--- config.mk ---
export PLATFORM = sky130hd
export DESIGN_NAME = pza_edge_unit
export DESIGN_NICKNAME = d
export VERILOG_FILES = /design/src/sv/pza_pkg.sv /design/src/sv/pza_edge_unit.sv
export SDC_FILE = /design/constraint.sdc
export NUM_CORES = 2
export LEC_CHECK = 0
export BUFFER_PORTS_ARGS = -buffer_cell sky130_fd_sc_hd__buf_2
export CORE_ASPECT_RATIO = 1.5
export CORE_MARGIN = 3
export CORE_UTILIZATION = 58
export CTS_CLUSTER_SIZE = 28
export DETAILED_ROUTE_END_ITERATION = 8
export PLACE_DENSITY = 0.74
export SLEW_MARGIN = 20
export SYNTH_ARGS = -nofsm -noshare
export SYNTH_HDL_FRONTEND = slang
export SYNTH_SLANG_ARGS = --single-unit
--- constraint.sdc ---
create_clock -name clk -period 26.1 [get_ports clk]
set_input_delay 5.22 -clock clk [delete_from_list [all_inputs] [get_ports clk]]
set_output_delay 5.22 -clock clk [all_outputs]
set_load 0.005 [all_outputs]
--- src/sv/pza_pkg.sv ---
`default_nettype none
// ----------------------------------------------------------------------------
// pza_pkg - shared definitions for the point zone assigner
// Operation and status codes, field widths, parameter defaults and the
// status group returned by the edge crossing unit.
// ----------------------------------------------------------------------------
package pza_pkg;

	// parameter defaults
	localparam int DEF_MAX_VERTICES = 1024;
	localparam int DEF_MAX_ZONES    = 64;
	localparam int DEF_COORD_BITS   = 32;

	// fixed field widths on the ports
	localparam int IN_COORD_W = 32;
	localparam int OP_W       = 2;
	localparam int ZONE_W     = 7;
	localparam int CNT_W      = 32;
	localparam int STATUS_W   = 3;
	localparam int OUT_DATA_W = 40;

	// operation codes (slave tuser)
	localparam logic [OP_W-1:0] OP_CLEAR = 2'd0;
	localparam logic [OP_W-1:0] OP_LOAD  = 2'd1;
	localparam logic [OP_W-1:0] OP_QUERY = 2'd2;
	localparam logic [OP_W-1:0] OP_NOP   = 2'd3;

	// status codes (master tuser)
	localparam logic [STATUS_W-1:0] ST_OK     = 3'd0;
	localparam logic [STATUS_W-1:0] ST_SHORT  = 3'd1;
	localparam logic [STATUS_W-1:0] ST_FULL   = 3'd2;
	localparam logic [STATUS_W-1:0] ST_NOZONE = 3'd3;
	localparam logic [STATUS_W-1:0] ST_OPEN   = 3'd4;

	// smallest ring that is kept
	localparam int MIN_RING = 3;

	// zone value for no match
	localparam logic [ZONE_W-1:0] ZONE_NONE = 7'h7F;

	// edge unit status back to the sequencer
	typedef struct packed {
		logic done;
		logic hit;
	} edge_stat_t;

endpackage

`default_nettype wire

--- src/sv/pza_edge_unit.sv ---
`default_nettype none
// ----------------------------------------------------------------------------
// pza_edge_unit - even-odd crossing test for one ring edge
// Checks whether edge (i, j) straddles the point's y and, if so, whether the
// point lies left of the edge, by comparing two exact signed products made
// one after the other on a single shared multiplier.
// ----------------------------------------------------------------------------
module pza_edge_unit #(
	parameter int COORD_BITS = 32
) (
	input  wire logic                         clk,
	input  wire logic                         arst_n,
	input  wire logic                         start,
	input  wire logic signed [COORD_BITS-1:0] px,
	input  wire logic signed [COORD_BITS-1:0] py,
	input  wire logic signed [COORD_BITS-1:0] xi,
	input  wire logic signed [COORD_BITS-1:0] yi,
	input  wire logic signed [COORD_BITS-1:0] xj,
	input  wire logic signed [COORD_BITS-1:0] yj,
	output pza_pkg::edge_stat_t               stat
);
	import pza_pkg::*;

	localparam int MW = COORD_BITS + 1;
	localparam int PW = 2 * MW;

	localparam logic [1:0] STEP_IDLE = 2'd0;
	localparam logic [1:0] STEP_MUL1 = 2'd1;
	localparam logic [1:0] STEP_MUL2 = 2'd2;
	localparam logic [1:0] STEP_CMP  = 2'd3;

	logic [1:0]           step_q;
	logic                 cross_q;
	logic signed [MW-1:0] a_q, b_q, c_q, d_q;
	logic signed [PW-1:0] p1_q, p2_q;

	logic signed [MW-1:0] dy, dpx, dxji, dpy;
	logic                 straddle;
	logic signed [MW-1:0] mul_a, mul_b;
	logic signed [PW-1:0] prod;

	// edge differences, all exact in COORD_BITS+1 bits
	always_comb begin
		dy       = $signed({yj[COORD_BITS-1], yj}) - $signed({yi[COORD_BITS-1], yi});
		dpx      = $signed({px[COORD_BITS-1], px}) - $signed({xi[COORD_BITS-1], xi});
		dxji     = $signed({xj[COORD_BITS-1], xj}) - $signed({xi[COORD_BITS-1], xi});
		dpy      = $signed({py[COORD_BITS-1], py}) - $signed({yi[COORD_BITS-1], yi});
		straddle = (yi > py) != (yj > py);
	end

	// shared multiplier: first (px-xi)*|dy|, then (xj-xi)*(py-yi)*sign(dy)
	always_comb begin
		mul_a = (step_q == STEP_MUL1) ? a_q : c_q;
		mul_b = (step_q == STEP_MUL1) ? b_q : d_q;
		prod  = PW'(mul_a) * PW'(mul_b);
	end

	// step sequencer
	always_ff @(posedge clk or negedge arst_n) begin
		if (!arst_n) begin
			step_q  <= STEP_IDLE;
			cross_q <= 1'b0;
		end else begin
			case (step_q)
				STEP_IDLE: begin
					if (start) begin
						cross_q <= straddle;
						step_q  <= straddle ? STEP_MUL1 : STEP_CMP;
					end
				end
				STEP_MUL1: step_q <= STEP_MUL2;
				STEP_MUL2: step_q <= STEP_CMP;
				STEP_CMP:  step_q <= STEP_IDLE;
				default:   step_q <= STEP_IDLE;
			endcase
		end
	end

	// operand and product registers
	always_ff @(posedge clk) begin
		if (start && (step_q == STEP_IDLE)) begin
			a_q <= dpx;
			c_q <= dxji;
			// straddle implies dy is nonzero, so the sign bit decides
			if (!dy[MW-1]) begin
				b_q <= dy;
				d_q <= dpy;
			end else begin
				b_q <= -dy;
				d_q <= -dpy;
			end
		end
		if (step_q == STEP_MUL1)
			p1_q <= prod;
		if (step_q == STEP_MUL2)
			p2_q <= prod;
	end

	// compare stage
	always_comb begin
		stat.done = (step_q == STEP_CMP);
		stat.hit  = cross_q && (p1_q < p2_q);
	end

endmodule

`default_nettype wire

==> run_results.csv <==
group,metric,value,unit
run,drv.max_cap_violation_count,0,
clock_tree,clk_root_buffer_cell,"sky130_fd_sc_hd__clkbuf_16",
logic_synthesis,synthCells,6127,
worst_setup_path,critical_path_arrival,12000,ps
routing,num_vias,44550,
placement,rd_place_congestion,0.9874,
final_layout,areaGrowthSynthToFinish,6.046,%
worst_setup_path,cp_slowest_stage_delay,920,ps
placement,place.detailed.hpwl,137.4,mm
worst_setup_path,timing.setup.critical_path_class,"reg -> reg",
die,total_number_of_placement_rows,141,
logic_synthesis,ys_ff_latch,267,
hold_path,worstHoldPathCells,2,
worst_setup_path,critical_path.slowest_cell,"sky130_fd_sc_hd__buf_4",
logic_synthesis,edff_count_synth,264,
worst_setup_path,cp.required,26470,ps
die,die-area,103300,um^2
hold_path,hold_path.class,"reg -> reg",
sta,tightestPinTransition,1078,ps
logic_synthesis,post_synth_num_cell_types,95,
logic_synthesis,synth.yosys.seq_area_share,13.89,%
logic_synthesis,ys_dominant_reg_cell,"sky130_fd_sc_hd__edfxtp_1",
clock_tree,cts_buffers,26,
routing,wirelength,170.5,mm
final_layout,net_total_in_the_final_layout,8020,
die,core_area,98620,um^2
routing,drt-pass1-iter-count,6,
clock_tree,ctsLongestPathBuffers,3,
logic_synthesis,netlist_area_before_placement,57630,um^2
clock_tree,cts_post_setup_buffers_inserted,0,
routing,ant_nets,0,
grt,first_global_vias,49200,
grt,grt_max_degree,78,
clock_tree,cts_hold_repair.buffers,0,
worst_setup_path,crit_path_end_kind,"register",
clock_tree,ctsResizeCount,0,
sta,final.setup_skew,23.18,ps
sta,max-slew-margin-rel,28.11,%
sta,fmax,86.00,MHz
grt,track_usage,33.86,%
worst_setup_path,start_kind,"register",
sta,period_share,44.55,%
final_layout,multiInputGateArea,44130,um^2
sta,fin_crit,11630,ps
routing,drtIter0Drc,3043,
logic_synthesis,synth-async-reset-ratio,1.124,%
clock_tree,cts_num_sinks,267,
sta,grt_setup_unrepaired,"false",
logic_synthesis,syn_nets,7920,
final_layout,drive_gt1_share,7.221,%
clock_tree,cts_tree,"built",
outcome,outcome,"complete, no violations",
placement,port_buffers,196,
logic_synthesis,post_synth.cell_area_avg,9.406,um^2
routing,routed_via_density,5.912,
worst_setup_path,critical_path_peak_fanout,68,
die,floorplan.initialDensity,58.44,%
final_layout,layout.filler_cells,8206,
final_layout,utilization,61.97,%
logic_synthesis,yosys_warnings,0,
sta,timing.final.hold_violations,0,
die,die_height,392.1,um
sta,slew_viol_final,0,
die,io_pins,197,
grt,grt_pass1_wl,265.7,mm
clock_tree,worstSkewPairLatency,630,ps
final_layout,ff_latch_area,8003,um^2
grt,globalRoute.totalOverflow,0,
worst_setup_path,timing.critical_path.mode_cell,"sky130_fd_sc_hd__fa_1",
routing,drt-wirelength-per-cell,22.63,um
sta,setup_viol,0,
clock_tree,htree_num_levels,1,
routing,post-route-drc-count,0,
worst_setup_path,worst_r2r_path_depth,31,
sta,finalSetupTns,0,ps
grt,grt_antenna_before_repair,5,
die,dieWidth,263.4,um
clock_tree,clkTransAtPathRegs,70,ps
-- worst paths after layout --
| path | startpoint | end | slack (ps) |
|---|---|---|---|
| max reg2reg | step_q[1] | p1_q[62] | 14470 |
| max | step_q[1] | p1_q[62] | 14470 |
| min reg2reg | step_q[1] | step_q[1] | 550 |
| min | step_q[1] | step_q[1] | 550 |
| min in group asynchronous | arst_n | cross_q | 4380 |
| max in group asynchronous | arst_n | step_q[0] | 21610 |
-- flip-flops by register name (all words and copies together) (netlist names) --
name,flops
p2_q,66
d_q,33
p1_q,66
step_q,2
cross_q,1
c_q,33
a_q,33
b_q,33
-- worst max-delay path: cells and delay by family, from the launching register on --
kind	cells	cell delay (ps)
compound gates	7	2590
buf+inv	9	1830
xor+xnor	1	130
simple gates	3	950
flops	1	410
fa+ha+maj	10	5070
mux	1	280
-- placed cells by master, fill, tap and decap left out, types with 11 or more instances in the layout --
cell type,count
sky130_fd_sc_hd__nand2b_1,41
sky130_fd_sc_hd__and3_1,36
sky130_fd_sc_hd__o21bai_1,16
sky130_fd_sc_hd__nand2_1,640
sky130_fd_sc_hd__xnor2_1,160
sky130_fd_sc_hd__buf_2,196
sky130_fd_sc_hd__a21o_1,121
sky130_fd_sc_hd__a21oi_1,197
sky130_fd_sc_hd__o211ai_1,19
sky130_fd_sc_hd__o31ai_1,16
sky130_fd_sc_hd__a211oi_1,20
sky130_fd_sc_hd__inv_1,1296
sky130_fd_sc_hd__o21a_1,42
sky130_fd_sc_hd__o31a_1,11
sky130_fd_sc_hd__nor2b_1,31
sky130_fd_sc_hd__buf_4,86
sky130_fd_sc_hd__and2_1,25
sky130_fd_sc_hd__fa_1,1148
sky130_fd_sc_hd__clkbuf_16,26
sky130_fd_sc_hd__xor2_1,74
sky130_fd_sc_hd__or3_1,13
sky130_fd_sc_hd__mux2i_2,23
sky130_fd_sc_hd__o21ai_0,106
sky130_fd_sc_hd__a31oi_1,25
sky130_fd_sc_hd__nor4_1,14
sky130_fd_sc_hd__ha_1,447
sky130_fd_sc_hd__nor3_1,38
sky130_fd_sc_hd__nand3_1,45
sky130_fd_sc_hd__o21ai_1,11
sky130_fd_sc_hd__mux2i_1,45
sky130_fd_sc_hd__nor2_1,713
sky130_fd_sc_hd__edfxtp_1,264
sky130_fd_sc_hd__mux2_2,62
sky130_fd_sc_hd__nand4_1,41
-- cell type report --
cell class / count / share of cell area (%)
Timing Repair Buffer: 282 / 2.661
Multi-Input combinational cell: 4352 / 72.21
Clock inverter: 19 / 0.3419
Inverter: 1298 / 7.976
Antenna cell: 2 / 0.008189
Tap cell: 1287 / 2.635
Clock buffer: 28 / 1.077
Sequential cell: 267 / 13.09
-- per-stage QoR --
| stage | hold WS (ps) | instances | instance area [um^2] | setup WS (ps) |
|---|---|---|---|---|
| detailed placement | 537.1 | 7486 | 60240 | 14690 |
| floorplan | 470.4 | 6127 | 57630 | 15110 |
| global route | 591.8 | 7533 | 61110 | 14050 |
| finish | 554.0 | 7535 | 61120 | 14470 |
| global placement | 522.1 | 7486 | 60240 | 14870 |
| CTS | 556.0 | 7533 | 61110 | 14680 |
-- synthesized netlist by cell type (6+ instances only) --
cell type / count / share of area (%)
sky130_fd_sc_hd__nand4_1: 41 / 0.45
sky130_fd_sc_hd__a21o_1: 121 / 1.6
sky130_fd_sc_hd__nor2_1: 713 / 4.6
sky130_fd_sc_hd__nand2b_1: 41 / 0.45
sky130_fd_sc_hd__fa_1: 1149 / 40
sky130_fd_sc_hd__o31ai_1: 16 / 0.21
sky130_fd_sc_hd__o22ai_1: 6 / 0.065
sky130_fd_sc_hd__xor2_1: 74 / 1.1
sky130_fd_sc_hd__edfxtp_1: 264 / 14
sky130_fd_sc_hd__a21boi_0: 6 / 0.078
sky130_fd_sc_hd__mux2i_1: 72 / 1.3
sky130_fd_sc_hd__nand3_1: 45 / 0.39
sky130_fd_sc_hd__nor4_1: 14 / 0.15
sky130_fd_sc_hd__and2_1: 25 / 0.27
sky130_fd_sc_hd__o21bai_1: 16 / 0.21
sky130_fd_sc_hd__nor2b_1: 31 / 0.34
sky130_fd_sc_hd__o21a_1: 42 / 0.55
sky130_fd_sc_hd__xnor2_1: 160 / 2.4
sky130_fd_sc_hd__a211o_1: 8 / 0.12
sky130_fd_sc_hd__a211oi_1: 20 / 0.26
sky130_fd_sc_hd__or2_2: 6 / 0.065
sky130_fd_sc_hd__a21oi_1: 197 / 1.7
sky130_fd_sc_hd__nor4b_1: 7 / 0.11
sky130_fd_sc_hd__or4_1: 8 / 0.10
sky130_fd_sc_hd__and3_1: 36 / 0.39
sky130_fd_sc_hd__buf_1: 20 / 0.13
sky130_fd_sc_hd__a221oi_1: 9 / 0.14
sky130_fd_sc_hd__o21ai_0: 106 / 0.92
sky130_fd_sc_hd__o221ai_1: 6 / 0.091
sky130_fd_sc_hd__o211ai_1: 19 / 0.25
sky130_fd_sc_hd__mux2_2: 62 / 1.2
sky130_fd_sc_hd__clkbuf_1: 185 / 1.2
sky130_fd_sc_hd__nor3_1: 38 / 0.33
sky130_fd_sc_hd__inv_1: 1297 / 8.4
sky130_fd_sc_hd__nand2_1: 640 / 4.2
sky130_fd_sc_hd__ha_1: 449 / 9.7
sky130_fd_sc_hd__o21ai_1: 11 / 0.096
sky130_fd_sc_hd__or3_1: 13 / 0.14
sky130_fd_sc_hd__and4_1: 9 / 0.14
sky130_fd_sc_hd__a31oi_1: 25 / 0.27
sky130_fd_sc_hd__o2111ai_1: 8 / 0.12
sky130_fd_sc_hd__o31a_1: 11 / 0.17
-- cell families (layout without fill, tap and decap cells) --
logic type | count (synthesis) | in the layout | synth area share [%]
buf+inv | 1508 | 1627 | 9.833
flops | 267 | 267 | 13.89
mux | 134 | 134 | 2.462
fa+ha+maj | 1598 | 1598 | 49.66
xor+xnor | 234 | 234 | 3.556
other cells | 0 | 2 | 0
compound gates | 696 | 696 | 8.109
simple gates | 1690 | 1690 | 12.49
-- layer usage --
metal	global-route usage (%)	part of all wire (%)
met1	34.08	31
met2	59.66	49
met3	6.203	8.0
met4	30.39	11
met5	0	0.015
Power is not shown: default switching activity piles up to over one toggle a cycle in this logic, so the estimate is an artifact.
